`src/design/rar_pkg.sv`:
```
// Shared types and constants for the rational arithmetic reduce core.
// No dependencies; imported by every module of the block.
package rar_pkg;

  localparam int unsigned FifoDepthDef = 2;

  typedef enum logic [1:0] {
    OP_ADD = 2'd0,
    OP_SUB = 2'd1,
    OP_MUL = 2'd2,
    OP_DIV = 2'd3
  } rar_op_e;

  typedef enum logic [1:0] {
    B_IDLE,
    B_GCD,
    B_DIV,
    B_DONE
  } rar_back_st_e;

  // One classified item: raw pair wrapped to 32 bits plus magnitudes and flags
  typedef struct packed {
    logic [31:0] raw_num;
    logic [31:0] raw_den;
    logic [31:0] mag_num;
    logic [31:0] mag_den;
    logic        neg_num;
    logic        neg_den;
    logic        num_zero;
    logic        den_zero;
  } rar_entry_t;

endpackage

```
`src/design/rar_front.sv`:
```
// Front end: accepts fraction pairs, cross-multiplies and classifies.
// Depends on rar_pkg; feeds rar_fifo.
module rar_front
  import rar_pkg::*;
(
  input  logic              clk_i,
  input  logic              rst_ni,
  input  logic              in_valid_i,
  output logic              in_ready_o,
  input  logic [1:0]        req_type_i,
  input  logic signed [15:0] num_a_i,
  input  logic signed [15:0] den_a_i,
  input  logic signed [15:0] num_b_i,
  input  logic signed [15:0] den_b_i,
  output logic              push_o,
  input  logic              push_ready_i,
  output rar_entry_t        entry_o
);

  logic              stg_valid_q, stg_valid_d;
  rar_op_e           op_q;
  logic signed [31:0] p0_q, p1_q, p2_q, p3_q;
  logic signed [33:0] rn, rd, rn_n, rd_n, mn, md;
  logic              accept;

  assign in_ready_o = !stg_valid_q || push_ready_i;
  assign accept     = in_valid_i && in_ready_o;
  assign push_o     = stg_valid_q;

  always_comb begin
    stg_valid_d = stg_valid_q;
    if (accept) begin
      stg_valid_d = 1'b1;
    end else if (push_ready_i) begin
      stg_valid_d = 1'b0;
    end
  end

  always_ff @(posedge clk_i or negedge rst_ni) begin
    if (!rst_ni) begin
      stg_valid_q <= 1'b0;
    end else begin
      stg_valid_q <= stg_valid_d;
    end
  end

  // Products, one multiplier each, registered before the sum
  always_ff @(posedge clk_i) begin
    if (accept) begin
      op_q <= rar_op_e'(req_type_i);
      p0_q <= num_a_i * den_b_i;
      p1_q <= num_b_i * den_a_i;
      p2_q <= num_a_i * num_b_i;
      p3_q <= den_a_i * den_b_i;
    end
  end

  always_comb begin
    case (op_q)
      OP_ADD: begin
        rn = 34'(p0_q) + 34'(p1_q);
        rd = 34'(p3_q);
      end
      OP_SUB: begin
        rn = 34'(p0_q) - 34'(p1_q);
        rd = 34'(p3_q);
      end
      OP_MUL: begin
        rn = 34'(p2_q);
        rd = 34'(p3_q);
      end
      default: begin
        rn = 34'(p0_q);
        rd = 34'(p1_q);
      end
    endcase
    // negate both when both are negative
    if (rn[33] && rd[33]) begin
      rn_n = -rn;
      rd_n = -rd;
    end else begin
      rn_n = rn;
      rd_n = rd;
    end
    mn = rn_n[33] ? -rn_n : rn_n;
    md = rd_n[33] ? -rd_n : rd_n;
    entry_o.raw_num  = rn_n[31:0];
    entry_o.raw_den  = rd_n[31:0];
    entry_o.mag_num  = mn[31:0];
    entry_o.mag_den  = md[31:0];
    entry_o.neg_num  = rn_n[33];
    entry_o.neg_den  = rd_n[33];
    entry_o.num_zero = (rn_n == '0);
    entry_o.den_zero = (rd_n == '0);
  end

endmodule

```
`src/design/rar_fifo.sv`:
```
// Short queue of classified items between front and back ends.
// Depends on rar_pkg for the entry type.
module rar_fifo
  import rar_pkg::*;
#(
  parameter int unsigned Depth = FifoDepthDef
) (
  input  logic       clk_i,
  input  logic       rst_ni,
  input  logic       push_i,
  output logic       push_ready_o,
  input  rar_entry_t push_data_i,
  output logic       pop_valid_o,
  input  logic       pop_i,
  output rar_entry_t pop_data_o
);

  localparam int unsigned PtrW = (Depth > 1) ? $clog2(Depth) : 1;
  localparam int unsigned CntW = $clog2(Depth + 1);

  rar_entry_t mem_q [Depth];
  logic [PtrW-1:0] wr_q, wr_d, rd_q, rd_d;
  logic [CntW-1:0] cnt_q, cnt_d;
  logic do_push, do_pop;

  assign push_ready_o = (cnt_q != CntW'(Depth));
  assign pop_valid_o  = (cnt_q != '0);
  assign do_push      = push_i && push_ready_o;
  assign do_pop       = pop_i && pop_valid_o;
  assign pop_data_o   = mem_q[rd_q];

  always_comb begin
    wr_d  = wr_q;
    rd_d  = rd_q;
    cnt_d = cnt_q;
    if (do_push) begin
      wr_d = (wr_q == PtrW'(Depth - 1)) ? '0 : wr_q + 1'b1;
    end
    if (do_pop) begin
      rd_d = (rd_q == PtrW'(Depth - 1)) ? '0 : rd_q + 1'b1;
    end
    if (do_push && !do_pop) begin
      cnt_d = cnt_q + 1'b1;
    end else if (do_pop && !do_push) begin
      cnt_d = cnt_q - 1'b1;
    end
  end

  always_ff @(posedge clk_i or negedge rst_ni) begin
    if (!rst_ni) begin
      wr_q  <= '0;
      rd_q  <= '0;
      cnt_q <= '0;
    end else begin
      wr_q  <= wr_d;
      rd_q  <= rd_d;
      cnt_q <= cnt_d;
    end
  end

  always_ff @(posedge clk_i) begin
    if (do_push) begin
      mem_q[wr_q] <= push_data_i;
    end
  end

endmodule

```
`src/design/rar_back.sv`:
```
// Back end: binary gcd, then two restoring divisions in step, then result hold;
// items with a zero part skip to hold. Depends on rar_pkg; drains rar_fifo.
module rar_back
  import rar_pkg::*;
(
  input  logic        clk_i,
  input  logic        rst_ni,
  input  logic        pop_valid_i,
  output logic        pop_o,
  input  rar_entry_t  pop_data_i,
  output logic        out_valid_o,
  input  logic        out_ready_i,
  output logic [31:0] raw_num_o,
  output logic [31:0] raw_den_o,
  output logic [31:0] reduced_num_o,
  output logic [31:0] reduced_den_o,
  output logic        den_is_zero_o
);

  rar_back_st_e st_q, st_d;
  rar_entry_t   ent_q, ent_d;
  logic [31:0]  a_q, a_d, b_q, b_d, g_q, g_d;
  logic [31:0]  qn_q, qn_d, qd_q, qd_d, rn_q, rn_d, rd_q, rd_d;
  logic [4:0]   k_q, k_d, cnt_q, cnt_d;
  logic [32:0]  tn, td, sn, sd;
  logic [31:0]  qnum, qden;

  // Next state
  always_comb begin
    st_d = st_q;
    case (st_q)
      B_IDLE: begin
        if (pop_valid_i) begin
          st_d = (pop_data_i.num_zero || pop_data_i.den_zero) ? B_DONE : B_GCD;
        end
      end
      B_GCD: begin
        if (a_q == '0 || b_q == '0) begin
          st_d = B_DIV;
        end
      end
      B_DIV: begin
        if (cnt_q == 5'd31) begin
          st_d = B_DONE;
        end
      end
      B_DONE: begin
        if (out_ready_i) begin
          st_d = B_IDLE;
        end
      end
      default: st_d = B_IDLE;
    endcase
  end

  assign pop_o = (st_q == B_IDLE) && pop_valid_i;

  // Datapath
  always_comb begin
    ent_d = ent_q;
    a_d   = a_q;
    b_d   = b_q;
    g_d   = g_q;
    k_d   = k_q;
    cnt_d = cnt_q;
    qn_d  = qn_q;
    qd_d  = qd_q;
    rn_d  = rn_q;
    rd_d  = rd_q;
    tn    = {rn_q, qn_q[31]};
    td    = {rd_q, qd_q[31]};
    sn    = tn - {1'b0, g_q};
    sd    = td - {1'b0, g_q};
    case (st_q)
      B_IDLE: begin
        if (pop_valid_i) begin
          ent_d = pop_data_i;
          a_d   = pop_data_i.mag_num;
          b_d   = pop_data_i.mag_den;
          k_d   = '0;
        end
      end
      B_GCD: begin
        if (a_q == '0 || b_q == '0) begin
          g_d   = (a_q | b_q) << k_q;
          qn_d  = ent_q.mag_num;
          qd_d  = ent_q.mag_den;
          rn_d  = '0;
          rd_d  = '0;
          cnt_d = '0;
        end else if (!a_q[0] && !b_q[0]) begin
          a_d = a_q >> 1;
          b_d = b_q >> 1;
          k_d = k_q + 1'b1;
        end else if (!a_q[0]) begin
          a_d = a_q >> 1;
        end else if (!b_q[0]) begin
          b_d = b_q >> 1;
        end else if (a_q >= b_q) begin
          a_d = a_q - b_q;
        end else begin
          b_d = b_q - a_q;
        end
      end
      B_DIV: begin
        // shift quotient bits into the dividend registers
        if (!sn[32]) begin
          rn_d = sn[31:0];
          qn_d = {qn_q[30:0], 1'b1};
        end else begin
          rn_d = tn[31:0];
          qn_d = {qn_q[30:0], 1'b0};
        end
        if (!sd[32]) begin
          rd_d = sd[31:0];
          qd_d = {qd_q[30:0], 1'b1};
        end else begin
          rd_d = td[31:0];
          qd_d = {qd_q[30:0], 1'b0};
        end
        cnt_d = cnt_q + 1'b1;
      end
      default: ;
    endcase
  end

  always_ff @(posedge clk_i or negedge rst_ni) begin
    if (!rst_ni) begin
      st_q <= B_IDLE;
    end else begin
      st_q <= st_d;
    end
  end

  always_ff @(posedge clk_i) begin
    ent_q <= ent_d;
    a_q   <= a_d;
    b_q   <= b_d;
    g_q   <= g_d;
    k_q   <= k_d;
    cnt_q <= cnt_d;
    qn_q  <= qn_d;
    qd_q  <= qd_d;
    rn_q  <= rn_d;
    rd_q  <= rd_d;
  end

  // Outputs
  always_comb begin
    qnum          = ent_q.neg_num ? -qn_q : qn_q;
    qden          = ent_q.neg_den ? -qd_q : qd_q;
    out_valid_o   = (st_q == B_DONE);
    raw_num_o     = ent_q.raw_num;
    raw_den_o     = ent_q.raw_den;
    den_is_zero_o = ent_q.den_zero;
    if (ent_q.num_zero) begin
      reduced_num_o = '0;
      reduced_den_o = 32'd1;
    end else if (ent_q.den_zero) begin
      reduced_num_o = ent_q.raw_num;
      reduced_den_o = ent_q.raw_den;
    end else begin
      reduced_num_o = qnum;
      reduced_den_o = qden;
    end
  end

endmodule

```
`src/design/rational_arith_reduce_core.sv`:
```
// Rational add/sub/mul/div with gcd reduction.
// Slave stream: tuser = req_type, tdata = num_a, den_a, num_b, den_b.
// Master stream: tdata = raw_num, raw_den, reduced_num, reduced_den; tuser = den_is_zero.
// The front end accepts an item, registers four 16x16 products and classifies the
// raw pair in the next cycle, then queues it. The back end takes one queued item at
// a time: a binary gcd over the 32-bit magnitudes (one shift or subtract per cycle),
// then restoring division of both magnitudes by the gcd in step. A zero numerator
// or zero denominator skips gcd and division and goes straight to the result hold;
// sustained throughput is set by the back end.
// A finished result is held on the master side until taken; while it waits the
// front end and queue keep taking up to FIFO_DEPTH + 1 further items, after which
// s_axis_tready drops. Reset empties the queue and returns both ends to idle.
// Depends on rar_pkg, rar_front, rar_fifo and rar_back.
module rational_arith_reduce_core
  import rar_pkg::*;
#(
  parameter int unsigned FIFO_DEPTH = FifoDepthDef
) (
  input  logic         clk_i,
  input  logic         rst_ni,
  input  logic         s_axis_tvalid,
  output logic         s_axis_tready,
  input  logic [63:0]  s_axis_tdata,  // num_a, den_a, num_b, den_b (16 bits each)
  input  logic [1:0]   s_axis_tuser,  // req_type
  output logic         m_axis_tvalid,
  input  logic         m_axis_tready,
  output logic [127:0] m_axis_tdata,  // raw_num, raw_den, reduced_num, reduced_den
  output logic         m_axis_tuser   // den_is_zero
);

  rar_entry_t push_data, pop_data;
  logic push, push_ready, pop_valid, pop;

  rar_front u_front (
    .clk_i        (clk_i),
    .rst_ni       (rst_ni),
    .in_valid_i   (s_axis_tvalid),
    .in_ready_o   (s_axis_tready),
    .req_type_i   (s_axis_tuser),
    .num_a_i      (s_axis_tdata[15:0]),
    .den_a_i      (s_axis_tdata[31:16]),
    .num_b_i      (s_axis_tdata[47:32]),
    .den_b_i      (s_axis_tdata[63:48]),
    .push_o       (push),
    .push_ready_i (push_ready),
    .entry_o      (push_data)
  );

  rar_fifo #(
    .Depth (FIFO_DEPTH)
  ) u_fifo (
    .clk_i        (clk_i),
    .rst_ni       (rst_ni),
    .push_i       (push),
    .push_ready_o (push_ready),
    .push_data_i  (push_data),
    .pop_valid_o  (pop_valid),
    .pop_i        (pop),
    .pop_data_o   (pop_data)
  );

  rar_back u_back (
    .clk_i         (clk_i),
    .rst_ni        (rst_ni),
    .pop_valid_i   (pop_valid),
    .pop_o         (pop),
    .pop_data_i    (pop_data),
    .out_valid_o   (m_axis_tvalid),
    .out_ready_i   (m_axis_tready),
    .raw_num_o     (m_axis_tdata[31:0]),
    .raw_den_o     (m_axis_tdata[63:32]),
    .reduced_num_o (m_axis_tdata[95:64]),
    .reduced_den_o (m_axis_tdata[127:96]),
    .den_is_zero_o (m_axis_tuser)
  );

  a_zero_den_flag: assert property (@(posedge clk_i) disable iff (!rst_ni)
    m_axis_tvalid && m_axis_tuser |-> m_axis_tdata[63:32] == '0)
    else $error("den_is_zero set with nonzero raw denominator");

  a_zero_num_form: assert property (@(posedge clk_i) disable iff (!rst_ni)
    m_axis_tvalid && m_axis_tdata[31:0] == '0 |->
      m_axis_tdata[95:64] == '0 && m_axis_tdata[127:96] == 32'd1)
    else $error("zero numerator not reduced to 0/1");

  a_reduced_den_nonzero: assert property (@(posedge clk_i) disable iff (!rst_ni)
    m_axis_tvalid && !m_axis_tuser |-> m_axis_tdata[127:96] != '0)
    else $error("reduced denominator zero");

  a_pop_only_when_filled: assert property (@(posedge clk_i) disable iff (!rst_ni)
    pop |-> pop_valid)
    else $error("pop from empty queue");

endmodule

```
`config.mk`:
```
export PLATFORM = sky130hd
export DESIGN_NAME = rational_arith_reduce_core
export DESIGN_NICKNAME = d
export VERILOG_FILES = /design/src/design/rar_pkg.sv /design/src/design/rar_front.sv /design/src/design/rar_fifo.sv /design/src/design/rar_back.sv /design/src/design/rational_arith_reduce_core.sv
export SDC_FILE = /design/constraint.sdc
export NUM_CORES = 2
export LEC_CHECK = 0
export ABC_CLOCK_PERIOD_IN_PS = 9550
export BUFFER_PORTS_ARGS = -buffer_cell sky130_fd_sc_hd__clkbuf_2
export CAP_MARGIN = 5
export CORE_MARGIN = 1
export CORE_UTILIZATION = 45
export CTS_CLUSTER_SIZE = 24
export DETAILED_ROUTE_END_ITERATION = 12
export PLACE_DENSITY = 0.58
export SLEW_MARGIN = 20
export SYNTH_ARGS = -nofsm -noshare
export SYNTH_HDL_FRONTEND = slang
export SYNTH_HIERARCHICAL = 1
export SYNTH_SLANG_ARGS = --single-unit
```
`constraint.sdc`:
```
create_clock -name clk_i -period 9.55 [get_ports clk_i]
set_input_delay 0.955 -clock clk_i [delete_from_list [all_inputs] [get_ports clk_i]]
set_output_delay 0.955 -clock clk_i [all_outputs]
set_load 0.1 [all_outputs]
```
; ---- Word-level counts from Yosys, hierarchy flattened
; Memories as Yosys holds them, arrays and structs flattened.
; Index checks and enable logic that the tools add are counted.
; W data, S select, Z words.
[op_classes]
bitwise = 1
reduce_logical = 37
multipliers = 4
shift = 1
n_eq_ne = 17
n_addsub = 18
muxes = 57
order_cmp = 1
[ops]
columns = operator, count
row1 = $mux W32, 25
row2 = $pmux W32 S2, 6
row3 = $mul A16 B16 Y32, 4
row4 = $neg A32 Y32, 4
row5 = $mux W34, 3
row6 = $pmux W34 S3, 1
row7 = $logic_not A34 Y1, 2
row8 = $neg A34 Y34, 2
row9 = $sub A33 B32 Y33, 2
row10 = $logic_not A32 Y1, 2
row11 = $sub A32 B32 Y32, 2
row12 = $add A32 B32 Y33, 1
row13 = $sub A32 B32 Y33, 1
row14 = $ge A32 B32 Y1, 1
row15 = $or A32 B32 Y32, 1
row16 = $shl A32 B5 Y32, 1
row17 = $mux W5, 4
row18 = $pmux W5 S2, 2
row19 = $mux W2, 7
row20 = $ne A4 B4 Y1 const B, 3
row21 = $reduce_and A4 Y1, 3
row22 = $add A5 B1 Y5 const B, 2
row23 = $ne A2 B1 Y1 const B, 5
row24 = $reduce_and A5 Y1, 2
row25 = 18 further kinds, 50
[word_totals]
mem_count = 1
mem_bits_rw = 264
regBits = 503
output_inout_bits = 131
[mem_list]
columns = name, words, width, read_ports, rd_ports_with_merged_regs, wr, line
row1 = u_fifo.mem_q, 2, 132, 1, 0, 1, rar_fifo.sv:21  ; rar_entry_t mem_q [Depth];

; ---- Depth between registers and ports, before layout
[logic_depth]
ltp_word = 7
mapped_depth = 34
mapped_depth_nobuf = 28

; ---- Modules after synthesis
; Netlist, hierarchy kept.
[by_module_without_submodules]
columns = mod, cells_each, seq_area_each_um2, instances, area_each_um2
row1 = rar_front, 5579, 3928.8, 1, 50379.6
row2 = rar_back, 2739, 11040.6, 1, 26330.3
row3 = rar_fifo, 429, 8027.7, 1, 10002.1

; ---- Least setup slack after synthesis
; No wires, ideal clock.
[synth_timing]
kind = reg2reg
startpoint = reg u_front.op_q[0]
endpoint = mem u_fifo/mem_q[0][66] (netlist bit) (data pin)
path_stages_with_launch = 33
path_slack_ns = 1.665
setup_ns = 0.272
arrival_ns = 7.614
n_path_buf = 11
synth_period_minus_slack_ns = 7.885
cell_sequence = edfxtp_1 -> buf_2 -> buf_2 -> buf_1 -> buf_1 -> buf_1 -> nor2b_1 -> clkbuf_1 -> clkbuf_1 -> nor2_1 -> xnor2_1 -> ha_1 -> clkbuf_1 -> a21o_1 -> or3_1 -> o2111ai_1 -> a31oi_1 -> o21a_1 -> mux2_4 -> buf_6 -> nand2_1 -> buf_2 -> clkbuf_1 -> nor2_1 -> a21oi_1 -> ha_1 -> nand2_1 -> mux2_2 -> nor4_2 -> nand3b_1 -> nor3_2 -> a31oi_1 -> xor2_1
[synth_lines]
columns = item, line
row1 = from (decl), rar_front.sv:21  ; rar_op_e op_q;
row2 = from (signal assigned), rar_front.sv:50  ; op_q <= rar_op_e'(req_type_i);
row3 = to (decl), rar_fifo.sv:21

==> qor.txt <==
Io pins = 201
Seq/Total Area, Yosys = 26.5%
Family with the most delay on the worst path = simple AND/OR/NAND/NOR gates
Post-cts sizing count = 0
Crit-path max FO = 22
DRC Markers = 0
Root Driver = clkbuf_16
Ratio of cells with drive above 1 in the final layout = 8.86%
Die ar. = 194000 um^2
HPWL Detailed = 201 mm
Port bufs = 200
Starting Density = 45.5%
Startpoint Class = flip-flop
Peak per-stage delay on the critical path = 0.50 ns
Layout Area Growth over Synthesis = 6.59%
FMAX = 125 MHz
Met2 global-route usage = 45.8%
Std-Cell Rows = 160
CP Data Required Time = 9.98 ns
Clk_lat worst skew = 0.73 ns
# Post-CTS Setup Buffers = 0
Post-synthesis cell type count = 102
Post-synth top area share = 26.3%
DR pass1 iterations = 6
Clock Pin Slew Worst Setup and Hold Paths = 0.06 ns
Met3 usage = 2.53%
Routed length per instance = 22.6 um
Final wirelength = 254 mm
Synth warn = 6
Setup Crit Path Kind = flip-flop to flip-flop
Initial antenna violation count = 7
Top flop regs = u_fifo/mem_q x264, u_back/ent_q x67
Post-Syn Instances = 8747
Slew HR = 26.2%
Setup TNS = 0 ns
Worst Tran Pin Value = 1.11 ns
Data arrival, critical path = 8.41 ns
Die H = 441 um
Mapped Area = 86700 um^2
Largest net degree at the start of global routing = 97
Max Slew Vio Count = 0
Crit end category = flip-flop
Vias per inst = 5.52
CTS Buf Count = 85
Min Clock Period, post-route = 7.98 ns
Worst hold path type = input pin to async pin
Final hold viol count = 0
Period utilization = 83.5%
Gpl congestion = 0.922
Most flops, register = u_fifo/mem_q
Asr flop ratio synth = 0.913%
MaxCap Viol Count = 0
Area leader, netlist = edfxtp_1
CP dominant cell by count = nand2_1
Synth Flop Type = edfxtp_1
Fin Clk Skew = 0.0378 ns
EDFF count, synth = 760
Vias in the first global route = 64800
GRT Total Usage = 26.2%
Worst Path Buf+Inv = 1
Core Area = 191000 um^2
CTS tree = built
CP max-delay cell = xor2_1
Synthesized Nets = 10400
M1 GR Usage = 33.8%
GRT busiest layer = met2
Synth area leaders = edfxtp_1, fa_1, ha_1, inv_1, nand2_1
Number of synthesized register bits = 767
Number of hold buffers added after cts = 0
H-tree lvl count = 3
First-pass GRT wire length = 389 mm
Antenna-violating nets left = 0
Final count of negative-setup-slack endpoints = 0
DR iter-0 viols = 4339
Die width = 441 um
RSZ-0062 raised after global routing = no
Status = finished, final reports clean
Max reg flops = 264
Total grt overflow = 0
Via count = 62000
Clock Path Buffers = 3
Clock sink count = 767
Layout Nets = 10300
Mapped Avg Cell Area = 9.91 um^2
==> synthesized netlist by cell type (all sizes together), types with 17 or more instances <==
master and number:
a211o 17, a211oi 44, a21boi 22, a21o 101, a21oi 429, a22oi 26
a31oi 67, and2 439, and3 37, buf 115, clkbuf 363, edfxtp 760
fa 1053, ha 537, inv 1337, mux2 228, mux2i 129, nand2 868
nand2b 110, nand3 96, nand4 56, nor2 483, nor2b 38, nor3 99
nor4 49, o211ai 34, o21a 27, o21ai 262, o21bai 50, o22ai 19
o31ai 56, o41ai 19, or2 32, or3 38, or4 20, xnor2 292
xor2 177
==> metrics by stage <==
step	cells	cell area, um^2	util [%]	hold WS (ns)	setup slack (ns)
floorplan	8747	86700	-	0.456	1.66
global placement	11100	89500	46.9	0.470	1.16
detailed placement	11100	89500	46.9	0.475	1.17
CTS	11200	92400	48.4	0.115	1.46
global route	11200	92400	48.4	0.135	0.925
finish	11200	92400	48.4	0.141	1.57
==> layout make-up <==
class                      instances  area, um^2
antenna                            5        12.5
clock buffer                      98        2180
clock inverter                    51         679
fill                           17900       98400
inverter                        1341        5030
multi-input combinational       6161       56600
sequential                       767       23000
tap                             2511        3140
timing repair buffer             299        1760
==> routing by layer <==
| layer | routed length (um) | share of wire [%] |
|---|---|---|
| met4 | 8800 | 3.5 |
| met3 | 11300 | 4.4 |
| met5 | 28 | 0.011 |
| met1 | 107000 | 42 |
| met2 | 127000 | 50 |
==> cell usage in the layout, fill, tap and decap left out, types with 50 or more instances in the layout <==
| cell type | count |
|---|---|
| inv_1 | 1337 |
| fa_1 | 1053 |
| nand2_1 | 867 |
| edfxtp_1 | 760 |
| ha_1 | 535 |
| nor2_1 | 479 |
| and2_1 | 436 |
| a21oi_1 | 428 |
| xnor2_1 | 292 |
| o21ai_0 | 259 |
| clkbuf_2 | 200 |
| xor2_1 | 176 |
| mux2_2 | 157 |
| mux2i_1 | 127 |
| nand2b_1 | 110 |
| a21o_1 | 101 |
| buf_4 | 98 |
| nor3_1 | 97 |
| nand3_1 | 94 |
| clkbuf_16 | 85 |
| mux2_4 | 71 |
| a31oi_1 | 67 |
| nand4_1 | 56 |
| o31ai_1 | 54 |
| o21bai_1 | 50 |
==> worst register-to-register path, stage by stage, from the launching register on <==
cell and delay, ns:
edfxtp_1 0.48, nor3_1 0.43, and3_1 0.33, nand3_1 0.18, nor3_1 0.29, nand2_1 0.13
o31ai_1 0.25, xor2_1 0.50, ha_1 0.42, a21oi_1 0.37, o211ai_1 0.18, o21ai_0 0.38
a31oi_1 0.31, o21a_1 0.37, mux2_4 0.43, nand2_1 0.11, buf_4 0.25, nor2_1 0.06
a21oi_1 0.21, ha_1 0.23, nand2_1 0.06, mux2_2 0.32, nor4_2 0.44, nand3b_1 0.29
nor3_2 0.35, a31oi_1 0.16, xor2_1 0.17
==> path summary, 6_finish.rpt <==
kind / startpoint / end / slack, ns / cells past startpoint
min in group clk_i: s_axis_tuser[1] / u_front/op_q[1] / 0.41 / 1
hold reg to reg: u_fifo/cnt_q[1] / u_fifo/cnt_q[1] / 0.49 / 1
setup reg to reg: u_front/p1_q[0] / u_fifo/mem_q[0][66] / 1.57 / 26
setup / recovery: u_front/p1_q[0] / u_fifo/mem_q[0][66] / 1.57 / 26
max in group asynchronous: rst_ni / u_fifo/rd_q / 9.07 / 1
hold / removal: rst_ni / u_front/push_o / 0.14 / 1
==> cells by family after synthesis <==
kind of cell | synth area share, %
xor+xnor | 4.75
mux | 5.19
buf+inv | 8.29
flops | 26.5
compound gates | 9.60
simple gates | 13.6
fa+ha+maj | 32.1
Power is not shown: default switching activity piles up to over one toggle a cycle in this logic, so the estimate is an artifact.
